$ cat config.mk
export PLATFORM = sky130hd
export DESIGN_NAME = bounded_multiset_table
export DESIGN_NICKNAME = d
export VERILOG_FILES = /design/src/rtl/bms_pkg.sv /design/src/rtl/bms_ctrl.sv /design/src/rtl/bms_dp.sv /design/src/rtl/bounded_multiset_table.sv
export VERILOG_INCLUDE_DIRS = /design/src /design/src/rtl
export SDC_FILE = /design/constraint.sdc
export NUM_CORES = 1
export LEC_CHECK = 0
export BUFFER_PORTS_ARGS = -buffer_cell sky130_fd_sc_hd__buf_2
export CAP_MARGIN = 40
export CORE_UTILIZATION = 44
export DETAILED_ROUTE_END_ITERATION = 10
export PLACE_DENSITY_LB_ADDON = 0.2
export SLEW_MARGIN = 20
export SYNTH_ARGS = -nofsm -noshare
export SYNTH_HDL_FRONTEND = slang
export SYNTH_SLANG_ARGS = --single-unit
$ cat constraint.sdc
create_clock -name clock -period 13.5 [get_ports clock]
set_input_delay 2.7 -clock clock [delete_from_list [all_inputs] [get_ports clock]]
set_output_delay 2.7 -clock clock [all_outputs]
set_load 0.02 [all_outputs]
$ cat src/rtl/bounded_multiset_table_defines.svh
// Assertion macros shared by the bounded multiset table modules
`ifndef BOUNDED_MULTISET_TABLE_DEFINES_SVH
`define BOUNDED_MULTISET_TABLE_DEFINES_SVH

// same-cycle implication, sampled on clock, off during reset
`define BMS_ASSERT_NOW(lbl, ante, cons) \
   lbl: assert property (@(posedge clock) disable iff (reset) (ante) |-> (cons)) \
      else $error("bms assertion failed");

// next-cycle implication
`define BMS_ASSERT_NEXT(lbl, ante, cons) \
   lbl: assert property (@(posedge clock) disable iff (reset) (ante) |=> (cons)) \
      else $error("bms assertion failed");

`endif

$ cat src/rtl/bms_pkg.sv
// Types and constants shared by the bounded multiset table modules
package bms_pkg;

   localparam int ACTION_W = 3;
   localparam int ITEM_W   = 32;
   localparam int COUNT_W  = 5;

   typedef enum logic [ACTION_W-1:0] {
      ACT_ADD      = 3'd0,
      ACT_REMOVE   = 3'd1,
      ACT_COUNT    = 3'd2,
      ACT_CONTAINS = 3'd3,
      ACT_LIST     = 3'd4,
      ACT_CLEAR    = 3'd5
   } action_type;

   typedef enum logic [2:0] {
      ST_IDLE,
      ST_SCAN,
      ST_FIX,
      ST_LIST,
      ST_RESP
   } state_type;

   typedef struct packed {
      logic load;
      logic push;
      logic clear;
      logic rd;
      logic cmp;
      logic fix;
      logic out_single;
      logic out_entry;
   } cmd_type;

   typedef struct packed {
      logic left_zero;
      logic rvalid;
      logic remove_hit;
      logic full;
      logic occ_zero;
      logic out_free;
   } sts_type;

endpackage

$ cat src/rtl/bms_ctrl.sv
// Sequencer for the bounded multiset table: accepts a word, walks the entries, issues results
module bms_ctrl
   import bms_pkg::*;
(
   input  logic                clock,
   input  logic                reset,
   input  logic                req_valid,
   output logic                req_stall,
   input  logic [ACTION_W-1:0] req_action,
   input  sts_type             sts,
   output cmd_type             cmd
);

   state_type state_ff;
   state_type state_in;

   always_ff @(posedge clock) begin
      if (reset) begin
         state_ff <= ST_IDLE;
      end else begin
         state_ff <= state_in;
      end
   end

   always_comb begin
      state_in  = state_ff;
      cmd       = '0;
      req_stall = (state_ff != ST_IDLE);
      case (state_ff)
         ST_IDLE: begin
            if (req_valid) begin
               cmd.load = 1'b1;
               case (req_action)
                  ACT_ADD: begin
                     cmd.push = !sts.full;
                     state_in = ST_RESP;
                  end
                  ACT_REMOVE, ACT_COUNT, ACT_CONTAINS: begin
                     state_in = ST_SCAN;
                  end
                  ACT_LIST: begin
                     state_in = sts.occ_zero ? ST_RESP : ST_LIST;
                  end
                  ACT_CLEAR: begin
                     cmd.clear = 1'b1;
                     state_in  = ST_RESP;
                  end
                  default: begin
                     state_in = ST_RESP;
                  end
               endcase
            end
         end
         ST_SCAN: begin
            cmd.cmp = 1'b1;
            cmd.rd  = !sts.left_zero;
            if (sts.left_zero && !sts.rvalid) begin
               state_in = sts.remove_hit ? ST_FIX : ST_RESP;
            end
         end
         ST_FIX: begin
            cmd.fix  = 1'b1;
            state_in = ST_RESP;
         end
         ST_LIST: begin
            cmd.rd = (!sts.rvalid || sts.out_free) && !sts.left_zero;
            if (sts.rvalid && sts.out_free) begin
               cmd.out_entry = 1'b1;
               if (sts.left_zero) begin
                  state_in = ST_IDLE;
               end
            end
         end
         ST_RESP: begin
            if (sts.out_free) begin
               cmd.out_single = 1'b1;
               state_in       = ST_IDLE;
            end
         end
         default: begin
            state_in = ST_IDLE;
         end
      endcase
   end

endmodule

$ cat src/rtl/bms_dp.sv
// Datapath of the bounded multiset table: entry memory, occupancy, compare and result register
`include "bounded_multiset_table_defines.svh"

module bms_dp
   import bms_pkg::*;
#(
   parameter int CAPACITY  = 16,
   parameter int ITEM_BITS = 32
)
(
   input  logic                clock,
   input  logic                reset,
   input  cmd_type             cmd,
   output sts_type             sts,
   input  logic [ACTION_W-1:0] req_action,
   input  logic [ITEM_W-1:0]   req_item,
   output logic                rsp_valid,
   input  logic                rsp_stall,
   output logic                rsp_ok,
   output logic [COUNT_W-1:0]  rsp_frequency,
   output logic [COUNT_W-1:0]  rsp_size,
   output logic                rsp_empty_res,
   output logic [ITEM_W-1:0]   rsp_listed_item,
   output logic                rsp_item_valid,
   output logic                rsp_last
);

   localparam int OW = $clog2(CAPACITY + 1);
   localparam int IW = (CAPACITY > 1) ? $clog2(CAPACITY) : 1;

   logic [ITEM_BITS-1:0] mem [CAPACITY];

   logic [OW-1:0]        occ_ff, occ_in;
   logic [OW-1:0]        left_ff, left_in;
   logic [OW-1:0]        freq_ff, freq_in;
   logic [IW-1:0]        addr_ff, addr_in;
   logic [IW-1:0]        raddr_ff, raddr_in;
   logic [IW-1:0]        hit_ff, hit_in;
   logic                 rvalid_ff, rvalid_in;
   logic                 found_ff, found_in;
   logic                 add_ok_ff, add_ok_in;
   logic [ACTION_W-1:0]  action_ff, action_in;
   logic [ITEM_BITS-1:0] item_ff, item_in;
   logic [ITEM_BITS-1:0] head_ff, head_in;
   logic [ITEM_BITS-1:0] rdata_ff;

   logic                 out_valid_ff, out_valid_in;
   logic                 out_ok_ff, out_ok_in;
   logic [COUNT_W-1:0]   out_freq_ff, out_freq_in;
   logic [COUNT_W-1:0]   out_size_ff, out_size_in;
   logic                 out_empty_ff, out_empty_in;
   logic [ITEM_W-1:0]    out_item_ff, out_item_in;
   logic                 out_ivalid_ff, out_ivalid_in;
   logic                 out_last_ff, out_last_in;

   logic [OW-1:0]               occ_m1;
   logic [ITEM_BITS+ITEM_W-1:0] req_ext;
   logic [ITEM_BITS-1:0]        req_item_t;
   logic [ITEM_BITS+ITEM_W-1:0] rdata_ext;
   logic [OW+COUNT_W-1:0]       occ_ext;
   logic [OW+COUNT_W-1:0]       freq_ext;
   logic                        match;
   logic                        out_free;
   logic                        wr_en;
   logic [IW-1:0]               wr_addr;
   logic [ITEM_BITS-1:0]        wr_data;

   assign occ_m1     = occ_ff - 1'b1;
   assign req_ext    = {ITEM_BITS'(0), req_item};
   assign req_item_t = req_ext[ITEM_BITS-1:0];
   assign rdata_ext  = {ITEM_W'(0), rdata_ff};
   assign occ_ext    = {COUNT_W'(0), occ_ff};
   assign freq_ext   = {COUNT_W'(0), freq_ff};
   assign match      = rvalid_ff && (rdata_ff == item_ff);
   assign out_free   = !out_valid_ff || !rsp_stall;

   assign wr_en   = cmd.push || cmd.fix;
   assign wr_addr = cmd.fix ? hit_ff : occ_ff[IW-1:0];
   assign wr_data = cmd.fix ? head_ff : req_item_t;

   always_ff @(posedge clock) begin
      if (wr_en) begin
         mem[wr_addr] <= wr_data;
      end
      if (cmd.rd) begin
         rdata_ff <= mem[addr_ff];
      end
   end

   always_comb begin
      occ_in    = occ_ff;
      left_in   = left_ff;
      freq_in   = freq_ff;
      addr_in   = addr_ff;
      raddr_in  = raddr_ff;
      hit_in    = hit_ff;
      found_in  = found_ff;
      add_ok_in = add_ok_ff;
      action_in = action_ff;
      item_in   = item_ff;
      head_in   = head_ff;

      if (cmd.load) begin
         action_in = req_action;
         item_in   = req_item_t;
         left_in   = occ_ff;
         addr_in   = occ_m1[IW-1:0];
         freq_in   = '0;
         found_in  = 1'b0;
         add_ok_in = cmd.push;
      end
      if (cmd.push) begin
         occ_in = occ_ff + 1'b1;
      end
      if (cmd.clear) begin
         occ_in = '0;
      end
      if (cmd.fix) begin
         occ_in = occ_m1;
      end
      if (cmd.rd) begin
         raddr_in = addr_ff;
         addr_in  = addr_ff - 1'b1;
         left_in  = left_ff - 1'b1;
      end
      if (cmd.cmp) begin
         if (match) begin
            freq_in  = freq_ff + 1'b1;
            found_in = 1'b1;
            if (!found_ff) begin
               hit_in = raddr_ff;
            end
         end
         if (rvalid_ff && (raddr_ff == occ_m1[IW-1:0])) begin
            head_in = rdata_ff;
         end
      end

      if (cmd.rd) begin
         rvalid_in = 1'b1;
      end else if (cmd.cmp || cmd.out_entry) begin
         rvalid_in = 1'b0;
      end else begin
         rvalid_in = rvalid_ff;
      end
   end

   always_comb begin
      out_valid_in  = out_valid_ff && rsp_stall;
      out_ok_in     = out_ok_ff;
      out_freq_in   = out_freq_ff;
      out_size_in   = out_size_ff;
      out_empty_in  = out_empty_ff;
      out_item_in   = out_item_ff;
      out_ivalid_in = out_ivalid_ff;
      out_last_in   = out_last_ff;
      if (cmd.out_single || cmd.out_entry) begin
         out_valid_in = 1'b1;
         out_size_in  = occ_ext[COUNT_W-1:0];
         out_empty_in = (occ_ff == '0);
      end
      if (cmd.out_single) begin
         out_item_in   = '0;
         out_ivalid_in = 1'b0;
         out_last_in   = 1'b1;
         out_freq_in   = (action_ff == ACT_COUNT) ? freq_ext[COUNT_W-1:0] : '0;
         case (action_ff)
            ACT_ADD:      out_ok_in = add_ok_ff;
            ACT_REMOVE:   out_ok_in = found_ff;
            ACT_CONTAINS: out_ok_in = found_ff;
            default:      out_ok_in = 1'b0;
         endcase
      end
      if (cmd.out_entry) begin
         out_ok_in     = 1'b0;
         out_freq_in   = '0;
         out_item_in   = rdata_ext[ITEM_W-1:0];
         out_ivalid_in = 1'b1;
         out_last_in   = (left_ff == '0);
      end
   end

   always_ff @(posedge clock) begin
      if (reset) begin
         occ_ff       <= '0;
         rvalid_ff    <= 1'b0;
         out_valid_ff <= 1'b0;
      end else begin
         occ_ff       <= occ_in;
         rvalid_ff    <= rvalid_in;
         out_valid_ff <= out_valid_in;
      end
      left_ff       <= left_in;
      freq_ff       <= freq_in;
      addr_ff       <= addr_in;
      raddr_ff      <= raddr_in;
      hit_ff        <= hit_in;
      found_ff      <= found_in;
      add_ok_ff     <= add_ok_in;
      action_ff     <= action_in;
      item_ff       <= item_in;
      head_ff       <= head_in;
      out_ok_ff     <= out_ok_in;
      out_freq_ff   <= out_freq_in;
      out_size_ff   <= out_size_in;
      out_empty_ff  <= out_empty_in;
      out_item_ff   <= out_item_in;
      out_ivalid_ff <= out_ivalid_in;
      out_last_ff   <= out_last_in;
   end

   assign sts.left_zero  = (left_ff == '0);
   assign sts.rvalid     = rvalid_ff;
   assign sts.remove_hit = found_ff && (action_ff == ACT_REMOVE);
   assign sts.full       = (occ_ff >= OW'(CAPACITY));
   assign sts.occ_zero   = (occ_ff == '0);
   assign sts.out_free   = out_free;

   assign rsp_valid       = out_valid_ff;
   assign rsp_ok          = out_ok_ff;
   assign rsp_frequency   = out_freq_ff;
   assign rsp_size        = out_size_ff;
   assign rsp_empty_res   = out_empty_ff;
   assign rsp_listed_item = out_item_ff;
   assign rsp_item_valid  = out_ivalid_ff;
   assign rsp_last        = out_last_ff;

   `BMS_ASSERT_NOW(a_occ_bound, 1'b1, occ_ff <= OW'(CAPACITY))
   `BMS_ASSERT_NOW(a_push_room, cmd.push, occ_ff < OW'(CAPACITY))
   `BMS_ASSERT_NOW(a_fix_hit, cmd.fix, found_ff && (occ_ff != '0))
   `BMS_ASSERT_NOW(a_entry_data, cmd.out_entry, rvalid_ff && out_free)
   `BMS_ASSERT_NEXT(a_fix_drop, cmd.fix, occ_ff == $past(occ_m1))

endmodule

$ cat src/rtl/bounded_multiset_table.sv
// Top level of the bounded multiset table: sequencer plus entry datapath
//
//  channel  direction  handshake            payload
//  req      in         req_valid/req_stall  req_action, req_item
//  rsp      out        rsp_valid/rsp_stall  rsp_ok, rsp_frequency, rsp_size, rsp_empty_res,
//                                           rsp_listed_item, rsp_item_valid, rsp_last
//
// Add, clear, unused codes, list of an empty table: after the accept, the result is registered
// once the result register is free, and the sequencer then returns to idle for the next word.
// Count, contains, remove: a scan over all occupied entries, plus a fix step on a remove hit;
// one entry read per cycle from the read port of the entry memory. List: one word per cycle
// while rsp_stall is low. Synchronous reset empties the table; entry memory is not cleared.
// The result register lets the next request proceed while a result waits under rsp_stall.
module bounded_multiset_table
   import bms_pkg::*;
#(
   parameter int CAPACITY  = 16,
   parameter int ITEM_BITS = 32
)
(
   input  logic                clock,
   input  logic                reset,
   input  logic                req_valid,
   output logic                req_stall,
   input  logic [ACTION_W-1:0] req_action,
   input  logic [ITEM_W-1:0]   req_item,
   output logic                rsp_valid,
   input  logic                rsp_stall,
   output logic                rsp_ok,
   output logic [COUNT_W-1:0]  rsp_frequency,
   output logic [COUNT_W-1:0]  rsp_size,
   output logic                rsp_empty_res,
   output logic [ITEM_W-1:0]   rsp_listed_item,
   output logic                rsp_item_valid,
   output logic                rsp_last
);

   cmd_type cmd;
   sts_type sts;

   bms_ctrl u_ctrl (
      .clock      (clock),
      .reset      (reset),
      .req_valid  (req_valid),
      .req_stall  (req_stall),
      .req_action (req_action),
      .sts        (sts),
      .cmd        (cmd)
   );

   bms_dp #(
      .CAPACITY  (CAPACITY),
      .ITEM_BITS (ITEM_BITS)
   ) u_dp (
      .clock           (clock),
      .reset           (reset),
      .cmd             (cmd),
      .sts             (sts),
      .req_action      (req_action),
      .req_item        (req_item),
      .rsp_valid       (rsp_valid),
      .rsp_stall       (rsp_stall),
      .rsp_ok          (rsp_ok),
      .rsp_frequency   (rsp_frequency),
      .rsp_size        (rsp_size),
      .rsp_empty_res   (rsp_empty_res),
      .rsp_listed_item (rsp_listed_item),
      .rsp_item_valid  (rsp_item_valid),
      .rsp_last        (rsp_last)
   );

endmodule

==> summary.md <==
Run
* 0 — Max-Cap Viols

Cells and area
* 0 — antenna cell count
* 20500 um2 — register area
* 1478 — Final #Nets
* 5770 um2 — Multi-input gate area
* 27.3% — layout cells sized above 1
* 4686 — fill cell total of the finished layout
* 15.0% — area growth from synthesis to layout
* 30400 um2 — post-route cell area
* 2258 — Post-Layout Cell Count

Routing
* 10 — TritonRoute pass-1 iters
* 14 — detailed-route DRC error count
* 12600 — routed vias
* 5.60 — post-DR vias/cell
* 25.8 um — routed length per instance
* 58.2 mm — total wirelength of the detailed-routed design
* 0 — count of antenna-violating nets left after detailed routing
* 1284 — violation count after the first detailed-routing iteration

Global route
* 85.9 mm — global-route wire length before repair
* 1 — antenna violations before repair
* 132 — maximum number of pins on one net before global-route repair
* 19.6% — overall track demand over capacity in global routing
* 12800 — via count of the first global-routing pass
* 0 — final global-route overflow total

Clock tree
* 0 — number of cells upsized or downsized after cts
* 3 — htree depth
* 0.06 ns — clock edge transition at the registers on the reported setup and hold paths
* 0.62 ns — later-pin clock latency in the skew report
* 72 — CTS buffer count
* 3 — largest buffer count on any clock path
* 691 — number of sinks driven by the clock tree
* 0 — cts hold-fix bufs
* 0 — post-CTS setup repair buffer count
* sky130_fd_sc_hd__clkbuf_16 — root buffer cell
* yes — CTS tree

Logic synthesis
* 20.5 um2 — mean post-synth cell area
* 75.8% — fraction of post-synthesis cell area in the top cell type by area
* 1.29% — XOR/XNOR Fraction of Synth Area
* 1291 — number of instances in the synthesized netlist
* 13.7% — multiplexer fraction of the synthesized cell area
* 691 — synthesis-stage register bit count
* sky130_fd_sc_hd__edfxtp_1 — Synth Flop Type
* 0% — async set-or-reset flop fraction in the synthesized netlist
* 1336 — net count after synthesis
* sky130_fd_sc_hd__edfxtp_1 76%, sky130_fd_sc_hd__mux4_2 14%, sky130_fd_sc_hd__dfxtp_1 1.7% — main area contributors after synthesis
* 668 x sky130_fd_sc_hd__edfxtp_1, 160 x sky130_fd_sc_hd__mux4_2, 122 x sky130_fd_sc_hd__nand2_1 — leading post-synthesis cells by instance count
* 77.5% — proportion of synthesized chip area in sequential cells
* sky130_fd_sc_hd__edfxtp_1 — most frequent cell after synthesis
* 0 — number of warnings issued by yosys
* multiplexers — largest family of logic cells by synthesized area
* sky130_fd_sc_hd__edfxtp_1 — post-synth top area cell
* 668 — number of enable-type register cells in the synthesized netlist
* 0.284% — post-synthesis share of cell area spent on full adders, half adders and majority gates
* 26500 um2 — post-synthesis cell area
* 4.52% — simple-gate portion of the synthesized area
* 1.54% — compound-cell area share of the yosys netlist
* 52 — number of distinct standard cells referenced by the synthesized netlist

Worst setup path
* buf_2, or4b_4, nor4b_4, a21oi_1, clkbuf_2, nor2_4, buf_4 — cell-by-cell trace of the critical path
* input pin — Setup crit start kind
* in2reg — worst setup path class
* simple AND/OR/NAND/NOR gates — Crit path max-delay family
* 5.33 ns — data arrival at the endpoint of the critical path
* 6 — depth of the worst register-to-register path
* 22 — CP Max Fanout
* 0.57 ns — maximum cell stage delay along the critical path
* 13.75 ns — data required time of the critical path
* 7 — path length in cells of the critical path
* register — Critical Path End Type
* 3 — number of buffer and inverter stages on the critical path
* sky130_fd_sc_hd__or4b_4 — slowest stage cell on the critical path

STA
* 0.197 GHz — timing-limited maximum frequency
* 0 — final-report max-slew violation count
* 0.0203 ns — clock skew
* 0 ns — summed negative setup slack over all endpoints
* 37.6% — part of the cycle the worst path needs
* 0 — endpoints failing setup
* 0 — number of hold violations in the final report
* 5.08 ns — shortest period the worst path allows
* 0.469 ns — hold slack
* 38.9% — worst max-slew margin expressed relative to the limit
* 0.916 ns — slew at the pin with the worst max-slew slack
* false — unrepaired setup endpoints after global routing

Outcome
* DRC — failing checks
* complete, but fails checks — run status

Pwr
* 52.8% — part of the total power dissipated in sequential elements
* 21.3% — fraction of power spent switching nets
* 0.973 mW — power dissipated by switching net loads
* 150 nW/um2 — power density of the placed cells
* 0.0000996 V — VDD IR-drop max
* 41.8% — share of power burned in the clock network
* 4.57 mW — total power
* 5.4% — Gate power share
* 3.60 mW — internal power summed over all cells
* 10.0 nW — leakage power of the design

Die
* 247 um — die height
* 87 — Top Ports
* 247 um — horizontal extent of the die
* 61100 um2 — DIE AREA
* 89 — Std-Cell Rows
* 44.7% — starting density of the core
* 59200 um2 — core region area

Place
* 28200 um2 — Cell Area, Placed
* 86 — IO Port Bufs
* 33.6 mm — post-detail-place hpwl
* 2128 — number of placed instances with taps included
* 0.761 — final weighted congestion in routability-driven placement

Hold path
* 0 — number of stages on the worst hold path
* reg2reg — Hold Crit Class

-- layer usage --
layer	global-route usage, %	up-vias	part of all wire, %	wire [um]
met4	5.94	0	2.3	1340
met2	30.1	382	47	27100
met1	28.5	6685	45	26400
met3	3.86	89	5.7	3310
met5	0	-	0	0
li1	-	5491	-	-
-- power by group through the flow --
stage | registers (mW) | clock network (mW) | logic [mW]
after floorplan | 2.46 | 0 | 0.157
after global placement | 2.46 | 0 | 0.240
after detailed placement | 2.46 | 0 | 0.253
after CTS | 2.41 | 1.96 | 0.253
after global routing | 2.41 | 2.03 | 0.268
final | 2.41 | 1.91 | 0.248
-- metrics by stage --
stage | setup slack (ns) | utilization [%]
global route | 8.32 | 51.4
CTS | 8.46 | 51.3
global placement | 7.93 | 47.2
detailed placement | 7.80 | 47.5
finish | 8.42 | 51.4
floorplan | 7.70 | -
-- worst paths after layout --
path	from	endpoint	slack, ns
min	u_dp.raddr_ff[0]	u_dp.hit_ff[0]	0.47
max reg2reg	u_ctrl.state_ff[1]	u_dp.mem[1][24]	10.09
max	req_valid	u_dp.mem[1][24]	8.42
min reg2reg	u_dp.raddr_ff[0]	u_dp.hit_ff[0]	0.47
-- area by class of cell --
class	count	area share (%)
clock inverters	25	0.888
multi-input cells	522	19.0
repair buffers	128	2.88
flip-flops and latches	691	67.4
clock buffers	101	6.48
well taps	773	3.18
inverters	18	0.222
-- registers in the layout, indices dropped and copies added, names as in the netlist, 3 cells and up --
| signal | count |
|---|---|
| u_dp.rsp_size | 5 |
| u_dp.addr_ff | 4 |
| u_dp.left_ff | 5 |
| u_dp.freq_ff | 5 |
| u_ctrl.state_ff | 3 |
| u_dp.hit_ff | 4 |
| u_dp.rdata_ff | 32 |
| u_dp.mem | 512 |
| u_dp.occ_ff | 5 |
| u_dp.head_ff | 32 |
| u_dp.raddr_ff | 4 |
| u_dp.action_ff | 3 |
| u_dp.rsp_frequency | 5 |
| u_dp.rsp_listed_item | 32 |
| u_dp.item_ff | 32 |
-- cells by family (layout without fill, tap and decap cells) --
kind of cell	count (synthesis)	after routing
compound gates	63	63
flops	691	691
fa+ha+maj	6	6
buf+inv	78	272
xor+xnor	39	39
simple gates	253	253
mux	161	161
-- cell usage in the layout (no fill, tap or decap), drive strengths merged, types with 2 or more instances in the layout --
cell type / count
a211oi: 2
a21oi: 19
a22o: 5
a22oi: 2
a31oi: 7
and2: 33
buf: 126
bufinv: 4
clkbuf: 103
clkinv: 15
dfxtp: 23
edfxtp: 668
ha: 6
inv: 23
mux4: 160
nand2: 122
nand2b: 3
nand3: 14
nand4: 8
nor2: 36
nor2b: 4
nor3: 15
nor3b: 2
nor4: 3
nor4b: 3
o21ai: 12
o22ai: 2
o31ai: 2
or3: 3
or4b: 2
xnor2: 34
xor2: 5
-- worst reg2reg max path, cell delays in order, from the launching register on --
cell and delay [ns]:
sky130_fd_sc_hd__dfxtp_1 0.45, sky130_fd_sc_hd__or4b_4 0.65, sky130_fd_sc_hd__nor4b_4 0.53, sky130_fd_sc_hd__a21oi_1 0.31, sky130_fd_sc_hd__clkbuf_2 0.23, sky130_fd_sc_hd__nor2_4 0.39, sky130_fd_sc_hd__buf_4 0.49
(Power assumes the default switching activity.)
